**src/design/sfr_pkg.sv**
```systemverilog
`default_nettype none

package sfr_pkg;

    // Field widths
    localparam int ID_W      = 8;
    localparam int POS_W     = 16;
    localparam int BYTE_W    = 8;
    localparam int COUNT_W   = 5;
    localparam int IN_DATA_W = 24;
    localparam int CFG_IDX_W = 1;
    localparam int CFG_DATA_W = 8;

    // Defaults
    localparam int DEF_MAX_MOTORS   = 16;
    localparam int DEF_MOTOR_COUNT  = 6;
    localparam int DEF_TARGET_REG   = 42;
    localparam int QUEUE_DEPTH      = 2;

    // Packet constants
    localparam logic [BYTE_W-1:0] HDR_BYTE         = 8'hFF;
    localparam logic [BYTE_W-1:0] BCAST_ID         = 8'hFE;
    localparam logic [BYTE_W-1:0] SYNC_WRITE_INST  = 8'h83;
    localparam logic [BYTE_W-1:0] ENTRY_DATA_BYTES = 8'h02;
    localparam int               LEN_BASE        = 4;
    localparam int               LEN_PER_ENTRY   = 3;

    // Configuration register indexes
    typedef enum logic [CFG_IDX_W-1:0] {
        CFG_MOTOR_COUNT = 1'b0,
        CFG_TARGET_REG  = 1'b1
    } t_cfg_idx;

    // One classified entry handed from front to back
    typedef struct packed {
        logic              first;
        logic              last;
        logic [BYTE_W-1:0] length;
        logic [BYTE_W-1:0] target;
        logic [ID_W-1:0]   id;
        logic [POS_W-1:0]  pos;
    } t_sfr_cmd;

    // Byte sequencer steps
    typedef enum logic [3:0] {
        ST_IDLE,
        ST_HDR0,
        ST_HDR1,
        ST_BCAST,
        ST_LEN,
        ST_INST,
        ST_ADDR,
        ST_DLEN,
        ST_ID,
        ST_POS_LO,
        ST_POS_HI,
        ST_CSUM
    } t_sfr_step;

endpackage

`default_nettype wire

```
**src/design/sfr_front.sv**
```systemverilog
`default_nettype none

module sfr_front #(
    parameter int MAX_MOTORS = sfr_pkg::DEF_MAX_MOTORS
) (
    input  wire                           i_clk,
    input  wire                           i_rst_n,
    input  wire                           i_valid,
    output logic                          o_ready,
    input  wire  [sfr_pkg::ID_W-1:0]      i_id,
    input  wire  [sfr_pkg::POS_W-1:0]     i_pos,
    input  wire  [sfr_pkg::COUNT_W-1:0]   i_motor_count,
    input  wire  [sfr_pkg::BYTE_W-1:0]    i_target_reg,
    output logic                          o_push,
    input  wire                           i_queue_full,
    output sfr_pkg::t_sfr_cmd             o_cmd
);
    import sfr_pkg::*;

    localparam int CW = $clog2(MAX_MOTORS + 1);

    logic [CW-1:0] r_idx;
    logic [CW-1:0] n_idx;
    logic [CW-1:0] eff_n;
    logic [CW:0]   idx_inc;
    logic          is_last;

    // clamp count to 1..MAX_MOTORS
    always_comb begin
        if (i_motor_count == '0) begin
            eff_n = CW'(1);
        end else if (int'(i_motor_count) > MAX_MOTORS) begin
            eff_n = CW'(MAX_MOTORS);
        end else begin
            eff_n = CW'(i_motor_count);
        end
    end

    assign idx_inc = {1'b0, r_idx} + (CW+1)'(1);
    assign is_last = idx_inc >= {1'b0, eff_n};
    assign n_idx   = is_last ? '0 : idx_inc[CW-1:0];

    assign o_ready = !i_queue_full;
    assign o_push  = i_valid && !i_queue_full;

    always_comb begin
        o_cmd.first  = (r_idx == '0);
        o_cmd.last   = is_last;
        o_cmd.length = BYTE_W'(LEN_BASE + LEN_PER_ENTRY * int'(eff_n));
        o_cmd.target = i_target_reg;
        o_cmd.id     = i_id;
        o_cmd.pos    = i_pos;
    end

    always_ff @(posedge i_clk) begin
        if (!i_rst_n) begin
            r_idx <= '0;
        end else if (o_push) begin
            r_idx <= n_idx;
        end
    end

endmodule

`default_nettype wire

```
**src/design/sfr_queue.sv**
```systemverilog
`default_nettype none

module sfr_queue #(
    parameter int DEPTH = sfr_pkg::QUEUE_DEPTH
) (
    input  wire                i_clk,
    input  wire                i_rst_n,
    input  wire                i_push,
    input  sfr_pkg::t_sfr_cmd  i_cmd,
    output logic               o_full,
    input  wire                i_pop,
    output logic               o_valid,
    output sfr_pkg::t_sfr_cmd  o_cmd
);
    import sfr_pkg::*;

    localparam int PW = (DEPTH > 1) ? $clog2(DEPTH) : 1;
    localparam int CW = $clog2(DEPTH + 1);

    t_sfr_cmd        r_mem [DEPTH];
    logic [PW-1:0]   r_wptr;
    logic [PW-1:0]   r_rptr;
    logic [CW-1:0]   r_count;
    logic            do_push;
    logic            do_pop;

    assign o_full  = (r_count == CW'(DEPTH));
    assign o_valid = (r_count != '0);
    assign o_cmd   = r_mem[r_rptr];
    assign do_push = i_push && !o_full;
    assign do_pop  = i_pop && o_valid;

    always_ff @(posedge i_clk) begin
        if (do_push) begin
            r_mem[r_wptr] <= i_cmd;
        end
    end

    always_ff @(posedge i_clk) begin
        if (!i_rst_n) begin
            r_wptr  <= '0;
            r_rptr  <= '0;
            r_count <= '0;
        end else begin
            if (do_push) begin
                r_wptr <= (int'(r_wptr) == DEPTH - 1) ? '0 : r_wptr + PW'(1);
            end
            if (do_pop) begin
                r_rptr <= (int'(r_rptr) == DEPTH - 1) ? '0 : r_rptr + PW'(1);
            end
            case ({do_push, do_pop})
                2'b10:   r_count <= r_count + CW'(1);
                2'b01:   r_count <= r_count - CW'(1);
                default: r_count <= r_count;
            endcase
        end
    end

endmodule

`default_nettype wire

```
**src/design/sfr_back.sv**
```systemverilog
`default_nettype none

module sfr_back (
    input  wire                         i_clk,
    input  wire                         i_rst_n,
    input  wire                         i_q_valid,
    input  sfr_pkg::t_sfr_cmd           i_q_cmd,
    output logic                        o_q_pop,
    output logic                        o_valid,
    input  wire                         i_ready,
    output logic [sfr_pkg::BYTE_W-1:0]  o_byte,
    output logic                        o_last
);
    import sfr_pkg::*;

    t_sfr_step           r_step;
    t_sfr_step           n_step;
    t_sfr_cmd            r_cmd;
    logic [BYTE_W-1:0]   r_sum;
    logic                r_out_valid;
    logic [BYTE_W-1:0]   r_out_byte;
    logic                r_out_last;

    logic                out_free;
    logic                emit;
    logic                done_item;
    logic                load;
    logic                sum_it;
    logic [BYTE_W-1:0]   cur_byte;

    assign out_free = !r_out_valid || i_ready;

    always_comb begin
        emit      = (r_step != ST_IDLE) && out_free;
        cur_byte  = '0;
        sum_it    = 1'b1;
        unique case (r_step)
            ST_IDLE: begin
                sum_it = 1'b0;
            end
            ST_HDR0, ST_HDR1: begin
                cur_byte = HDR_BYTE;
                sum_it   = 1'b0;
            end
            ST_BCAST:  cur_byte = BCAST_ID;
            ST_LEN:    cur_byte = r_cmd.length;
            ST_INST:   cur_byte = SYNC_WRITE_INST;
            ST_ADDR:   cur_byte = r_cmd.target;
            ST_DLEN:   cur_byte = ENTRY_DATA_BYTES;
            ST_ID:     cur_byte = r_cmd.id;
            ST_POS_LO: cur_byte = r_cmd.pos[7:0];
            ST_POS_HI: cur_byte = r_cmd.pos[15:8];
            ST_CSUM: begin
                cur_byte = ~r_sum;
                sum_it   = 1'b0;
            end
            default: begin
                sum_it = 1'b0;
            end
        endcase

        done_item = emit && (((r_step == ST_POS_HI) && !r_cmd.last) || (r_step == ST_CSUM));
        load      = i_q_valid && ((r_step == ST_IDLE) || done_item);
        o_q_pop   = load;

        n_step = r_step;
        if (load) begin
            n_step = i_q_cmd.first ? ST_HDR0 : ST_ID;
        end else if (done_item) begin
            n_step = ST_IDLE;
        end else if (emit) begin
            unique case (r_step)
                ST_HDR0:   n_step = ST_HDR1;
                ST_HDR1:   n_step = ST_BCAST;
                ST_BCAST:  n_step = ST_LEN;
                ST_LEN:    n_step = ST_INST;
                ST_INST:   n_step = ST_ADDR;
                ST_ADDR:   n_step = ST_DLEN;
                ST_DLEN:   n_step = ST_ID;
                ST_ID:     n_step = ST_POS_LO;
                ST_POS_LO: n_step = ST_POS_HI;
                ST_POS_HI: n_step = ST_CSUM;
                default:   n_step = ST_IDLE;
            endcase
        end
    end

    always_ff @(posedge i_clk) begin
        if (!i_rst_n) begin
            r_step      <= ST_IDLE;
            r_out_valid <= 1'b0;
        end else begin
            r_step <= n_step;
            if (emit) begin
                r_out_valid <= 1'b1;
            end else if (i_ready) begin
                r_out_valid <= 1'b0;
            end
        end
    end

    always_ff @(posedge i_clk) begin
        if (load) begin
            r_cmd <= i_q_cmd;
        end
        if (emit) begin
            r_out_byte <= cur_byte;
            r_out_last <= (r_step == ST_CSUM);
            // sum restarts at the head of each packet
            if (r_step == ST_HDR0) begin
                r_sum <= '0;
            end else if (sum_it) begin
                r_sum <= r_sum + cur_byte;
            end
        end
    end

    assign o_valid = r_out_valid;
    assign o_byte  = r_out_byte;
    assign o_last  = r_out_last;

endmodule

`default_nettype wire

```
**src/design/servo_sync_write_framer.sv**
```systemverilog
`default_nettype none

// Sync-write packet framer for a half-duplex servo bus. Each input transfer
// carries one motor entry (servo id, 16-bit goal position); the block emits
// the packet one byte per output transfer. The first entry of a packet is
// preceded by the head FF FF FE <4+3n> 83 <target_register> 02, every entry
// gives id, position low, position high, and the entry that completes the
// configured count is followed by the checksum byte (tlast high), the
// inverted low byte of the sum of everything after the two FF bytes.
// Rate: the byte sequencer emits one byte per clock while entries are queued
// and the output is ready; an entry gives 3 bytes, 10 when it opens a packet,
// plus the checksum byte. A 2-entry command queue sits between the input
// classifier and the sequencer, so the input side takes new entries while
// earlier bytes are still draining or stalled. motor_count is clamped to
// 1..MAX_MOTORS. Configuration is taken in any cycle (ready tied high) and
// should only be written while no packet is in flight.
module servo_sync_write_framer #(
    parameter int MAX_MOTORS = sfr_pkg::DEF_MAX_MOTORS
) (
    input  wire                              i_clk,
    input  wire                              i_rst_n,
    // input stream: [7:0] servo_id, [23:8] goal_pos
    input  wire                              i_s_tvalid,
    output logic                             o_s_tready,
    input  wire  [sfr_pkg::IN_DATA_W-1:0]    i_s_tdata,
    // output stream: [7:0] tx_byte; tlast = end_of_packet
    output logic                             o_m_tvalid,
    input  wire                              i_m_tready,
    output logic [sfr_pkg::BYTE_W-1:0]       o_m_tdata,
    output logic                             o_m_tlast,
    // configuration write: index 0 motor_count, 1 target_register
    input  wire                              i_cfg_valid,
    output logic                             o_cfg_ready,
    input  wire  [sfr_pkg::CFG_IDX_W-1:0]    i_cfg_index,
    input  wire  [sfr_pkg::CFG_DATA_W-1:0]   i_cfg_data
);
    import sfr_pkg::*;

    logic [COUNT_W-1:0] r_motor_count;
    logic [BYTE_W-1:0]  r_target_reg;

    t_sfr_cmd  front_cmd;
    t_sfr_cmd  q_cmd;
    logic      front_push;
    logic      q_full;
    logic      q_valid;
    logic      q_pop;

    assign o_cfg_ready = 1'b1;

    // configuration registers
    always_ff @(posedge i_clk) begin
        if (!i_rst_n) begin
            r_motor_count <= COUNT_W'(DEF_MOTOR_COUNT);
            r_target_reg  <= BYTE_W'(DEF_TARGET_REG);
        end else if (i_cfg_valid) begin
            unique case (t_cfg_idx'(i_cfg_index))
                CFG_MOTOR_COUNT: r_motor_count <= i_cfg_data[COUNT_W-1:0];
                CFG_TARGET_REG:  r_target_reg  <= i_cfg_data;
                default: ;
            endcase
        end
    end

    // front: tracks entry position in the packet, tags first/last, length
    sfr_front #(
        .MAX_MOTORS (MAX_MOTORS)
    ) u_front (
        .i_clk         (i_clk),
        .i_rst_n       (i_rst_n),
        .i_valid       (i_s_tvalid),
        .o_ready       (o_s_tready),
        .i_id          (i_s_tdata[ID_W-1:0]),
        .i_pos         (i_s_tdata[ID_W +: POS_W]),
        .i_motor_count (r_motor_count),
        .i_target_reg  (r_target_reg),
        .o_push        (front_push),
        .i_queue_full  (q_full),
        .o_cmd         (front_cmd)
    );

    sfr_queue #(
        .DEPTH (QUEUE_DEPTH)
    ) u_queue (
        .i_clk   (i_clk),
        .i_rst_n (i_rst_n),
        .i_push  (front_push),
        .i_cmd   (front_cmd),
        .o_full  (q_full),
        .i_pop   (q_pop),
        .o_valid (q_valid),
        .o_cmd   (q_cmd)
    );

    // back: byte sequencer, running checksum and output register
    sfr_back u_back (
        .i_clk     (i_clk),
        .i_rst_n   (i_rst_n),
        .i_q_valid (q_valid),
        .i_q_cmd   (q_cmd),
        .o_q_pop   (q_pop),
        .o_valid   (o_m_tvalid),
        .i_ready   (i_m_tready),
        .o_byte    (o_m_tdata),
        .o_last    (o_m_tlast)
    );

endmodule

`default_nettype wire

```
**config.mk**
```make
export PLATFORM = sky130hd
export DESIGN_NAME = servo_sync_write_framer
export DESIGN_NICKNAME = d
export VERILOG_FILES = /design/src/design/sfr_pkg.sv /design/src/design/sfr_front.sv /design/src/design/sfr_queue.sv /design/src/design/sfr_back.sv /design/src/design/servo_sync_write_framer.sv
export SDC_FILE = /design/constraint.sdc
export NUM_CORES = 1
export LEC_CHECK = 0
export BUFFER_PORTS_ARGS = -buffer_cell sky130_fd_sc_hd__buf_2
export CAP_MARGIN = 30
export CORE_ASPECT_RATIO = 0.9
export CORE_MARGIN = 2
export CORE_UTILIZATION = 50
export DETAILED_ROUTE_END_ITERATION = 8
export GPL_ROUTABILITY_DRIVEN = 0
export PLACE_DENSITY = 0.66
export SLEW_MARGIN = 10
export SYNTH_ARGS = -nofsm -noshare
export SYNTH_HDL_FRONTEND = slang
export SYNTH_SLANG_ARGS = --single-unit
```
**constraint.sdc**
```tcl
create_clock -name i_clk -period 3.01 [get_ports i_clk]
set_input_delay 0.4515 -clock i_clk [delete_from_list [all_inputs] [get_ports i_clk]]
set_output_delay 0.4515 -clock i_clk [all_outputs]
set_load 0.03 [all_outputs]
```
==> flow_metrics.env <==
export IMPL_outcome="completed"
export IMPL_p_clk_share_pct=25.8
export IMPL_rows=42
export IMPL_async_flop_share_pct=0
export IMPL_die_height_um=120
export IMPL_core_um2=14700
export IMPL_clkLatencyLatePin_ps=430
export IMPL_final_hold_violation_count=0
export IMPL_period_minus_slack_ps=2970
export IMPL_top_regs="u_queue.r_mem: 84 flops, u_back.r_cmd: 41 flops"
export IMPL_critPathCaptureType="register"
export IMPL_wirelength_um=13800
export IMPL_mappedNetlistArea_um2=7500
export IMPL_synth_area_leaders="edfxtp_1 57%, dfxtp_1 8.5%, mux2_2 6.5%"
export IMPL_finalSetupViolCount=0
export IMPL_regMostFlops="u_queue.r_mem"
export IMPL_worst_ir_drop_vdd_v=0.000531
export IMPL_r2r_slack_ps=40
export IMPL_clk_path_buf_depth=2
export IMPL_cts_buffers=17
export IMPL_die_x_um=133
export IMPL_n_fill_cell=1161
export IMPL_clock_sinks=174
export IMPL_power_frac_seq_pct=42.8
export IMPL_drt_iter0_drc=379
export IMPL_cts_root_buffer="clkbuf_16"
export IMPL_fin_nets=689
export IMPL_dpl_cell_count=798
export IMPL_ioPinCount=50
export IMPL_hold_class="in2reg"
export IMPL_worstMarginPinSlew_ps=600
export IMPL_ys_dominant_reg_cell="edfxtp_1"
export IMPL_grt_max_degree=44
export IMPL_combPwrFrac_pct=31.3
export IMPL_critical_path_arrival_ps=3160
export IMPL_finalPower_mw=8.36
export IMPL_timing_hold_ws_ps=207
export IMPL_powerDensity_nw_per_um2=940
export IMPL_internal_power_mw=5.75
export IMPL_vias=4512
export IMPL_holdCritStartpoint="i_s_tdata[21]"
export IMPL_ys_types=57
export IMPL_hold_depth=1
export IMPL_crit_chain="buf_12, nor2_1, buf_4, nand3_1, o21ai_0, o21ai_1, nand2_1, ha_4, o21a_1, o31a_1, o41a_1, nor2b_1, mux2_4"
export IMPL_cp_max_fo=12
export IMPL_max_stage_delay_ps=370
export IMPL_post_route_period_util_pct=98.7
export IMPL_routedWlPerCell_um=16.5
export IMPL_largest_reg_flops=84
export IMPL_place_area_um2=8110
export IMPL_die_area_um2=16000
export IMPL_final_max_slew_violation_count=0
export IMPL_synth_top_area_share_pct=56.8
export IMPL_holdPathEnd="u_queue.r_mem[1][13]"
export IMPL_grt_pass1_vias=4381
export IMPL_synthCells=549
export IMPL_reg2reg_to="u_back.r_sum[7]"
export IMPL_diodes=0
export IMPL_grt_overflow=0
export IMPL_antenna_found_initial=0
export IMPL_crit_required_ps=3200
export IMPL_path_clk_slew_ps=70
export IMPL_power_leakage_nw=3.23
export IMPL_grt_usage_pct=18.0
export IMPL_syn_area_per_cell_um2=13.7
export IMPL_r2r_start="u_back.r_step[1]"
export IMPL_rsz0062_at_grt="yes"
export IMPL_h_tree_depth=4
export IMPL_initial_utilization_pct=51.0
export IMPL_vias_per_cell=5.40
export IMPL_first_pass_iters=5
export IMPL_switching_share_pct=31.2
export IMPL_switchingPower_mw=2.61
export IMPL_drc=0
export IMPL_drv_cap=0
export IMPL_final_cell_area_um2=8890
export IMPL_grt_pass1_wl_um=22000
export IMPL_critPathKind="reg2reg"
export IMPL_yosysSeqAreaShare_pct=65.4
export IMPL_synth_edff_count=142
export IMPL_final_cell_count_no_fill=835
export IMPL_yosysWarnings=0
export IMPL_maxSlewHeadroom_pct=60.0
export IMPL_cts_tree="done"
export IMPL_port_buffers=48
export IMPL_synth_top_area_cell="edfxtp_1"
export IMPL_crit_path_top_delay_cell="dfxtp_4"
export IMPL_max_freq_mhz=337
export IMPL_ys_ff_latch=174
export IMPL_skew_ps=9.87
export IMPL_dp_hpwl_um=9270
export IMPL_ant_nets=0
export IMPL_drive_gt1_share_pct=30.0
export IMPL_critPathLaunchType="register"
export IMPL_area_growth_synth_to_final_pct=18.5
export IMPL_reg2reg_depth=13
## per-stage QoR
step / util (%) / TNS [ps] / setup slack (ps)
floorplan: - / -54.5 / -54.5
detailed placement: 55.1 / -137 / -95.5
finish: 60.4 / 0 / 39.9
global route: 60.4 / -140 / -73.0
global placement: 55.1 / -10.5 / -10.5
CTS: 59.1 / 0 / 0.0604
## layer usage
layer	up-vias	wire length [um]	global-route usage (%)
met2	133	6400	27.7
met1	2188	6500	24.9
met4	0	161	6.05
met3	17	749	5.16
met5	-	0	0
li1	2174	-	-
## Yosys cell counts, drive strengths merged, types with 4 or more instances
master and instances:
edfxtp 142, mux2 44, nand2 40, dfxtp 32, nor2 26, ha 25
inv 23, nand3 22, o21ai 22, clkbuf 19, a21boi 15, a21oi 15
nor2b 15, mux2i 13, xnor2 9, nor3 8, and2 7, buf 6
o21a 6, nand2b 5, a221oi 4, a22o 4, and3 4
## power by group through the flow
stage	sequential (mW)	clock (mW)	combinational, mW
after floorplan	3.65	0	1.64
after global placement	3.59	0	2.36
after detailed placement	3.61	0	2.42
after CTS	3.56	2.20	2.44
after global routing	3.62	2.29	2.88
final	3.58	2.16	2.62
## cells in the final DEF (no fill, tap or decap), drive strengths merged, types with 4 or more instances in the layout
| cell | instances |
|---|---|
| a221oi | 4 |
| inv | 25 |
| nor2b | 15 |
| and2 | 7 |
| o21ai | 22 |
| clkinvlp | 6 |
| nor3 | 8 |
| nand2b | 5 |
| a21oi | 15 |
| mux2i | 13 |
| o21a | 6 |
| buf | 79 |
| and3 | 4 |
| ha | 25 |
| dfxtp | 32 |
| nor2 | 26 |
| a22o | 4 |
| mux2 | 44 |
| nand3 | 22 |
| clkbuf | 22 |
| xnor2 | 9 |
| edfxtp | 142 |
| nand2 | 40 |
| a21boi | 15 |
## critical path, delay by kind of cell (launching register included)
kind	cells	cell delay (ps)
and+or+nand+nor	4	670
adders and majority gates	1	240
buffers and inverters	2	330
AOI/OAI and AO/OA	5	840
muxes	1	270
DFF	1	370
## timing repair
action | in CTS | in global routing
buffers inserted | 0 | 4
hold buffers | 0 | 0
setup endpoints to repair | 2 | 3
cloned | 0 | 1
resized for setup | 5 | 39
pin swaps | 1 | 8
## worst max-delay path by stage
| stage | from | cells after the start | end | slack [ps] |
|---|---|---|---|---|
| floorplan | u_back.r_step[1] | 14 | u_back.r_sum[7] | -50 |
| CTS | u_back.r_step[3] | 14 | u_back.r_sum[7] | 0.06 |
| global route | u_back.r_step[1] | 13 | u_back.r_sum[7] | -70 |
| finish | u_back.r_step[1] | 13 | u_back.r_sum[7] | 40 |
| global placement | u_back.r_step[2] | 15 | u_back.r_sum[7] | -10 |
| detailed placement | u_back.r_step[3] | 14 | u_back.r_sum[7] | -100 |
## layout make-up
cell class	count	area (um2)	share of cell area (%)
flip-flops and latches	174	4920	55.3
multi-input cells	327	2530	28.5
repair buffers	80	510	5.74
clock buffers	21	450	5.06
well taps	198	248	2.79
clock inverters	11	134	1.51
inverters	24	98.8	1.11
## kinds of logic (layout without fill, tap and decap cells)
family	count (synthesis)	in the layout	synth area share, %
AO/OA/AOI/OAI	91	91	8.29
buffers and inverters	49	136	2.74
XOR/XNOR	12	12	1.40
other	2	3	0.100
flip-flops	174	174	65.4
multiplexers	57	57	8.39
adder cells (fa/ha/maj)	27	27	4.70
AND/OR/NAND/NOR	137	137	9.01
Note: power is estimated with default switching activity, not from simulation.
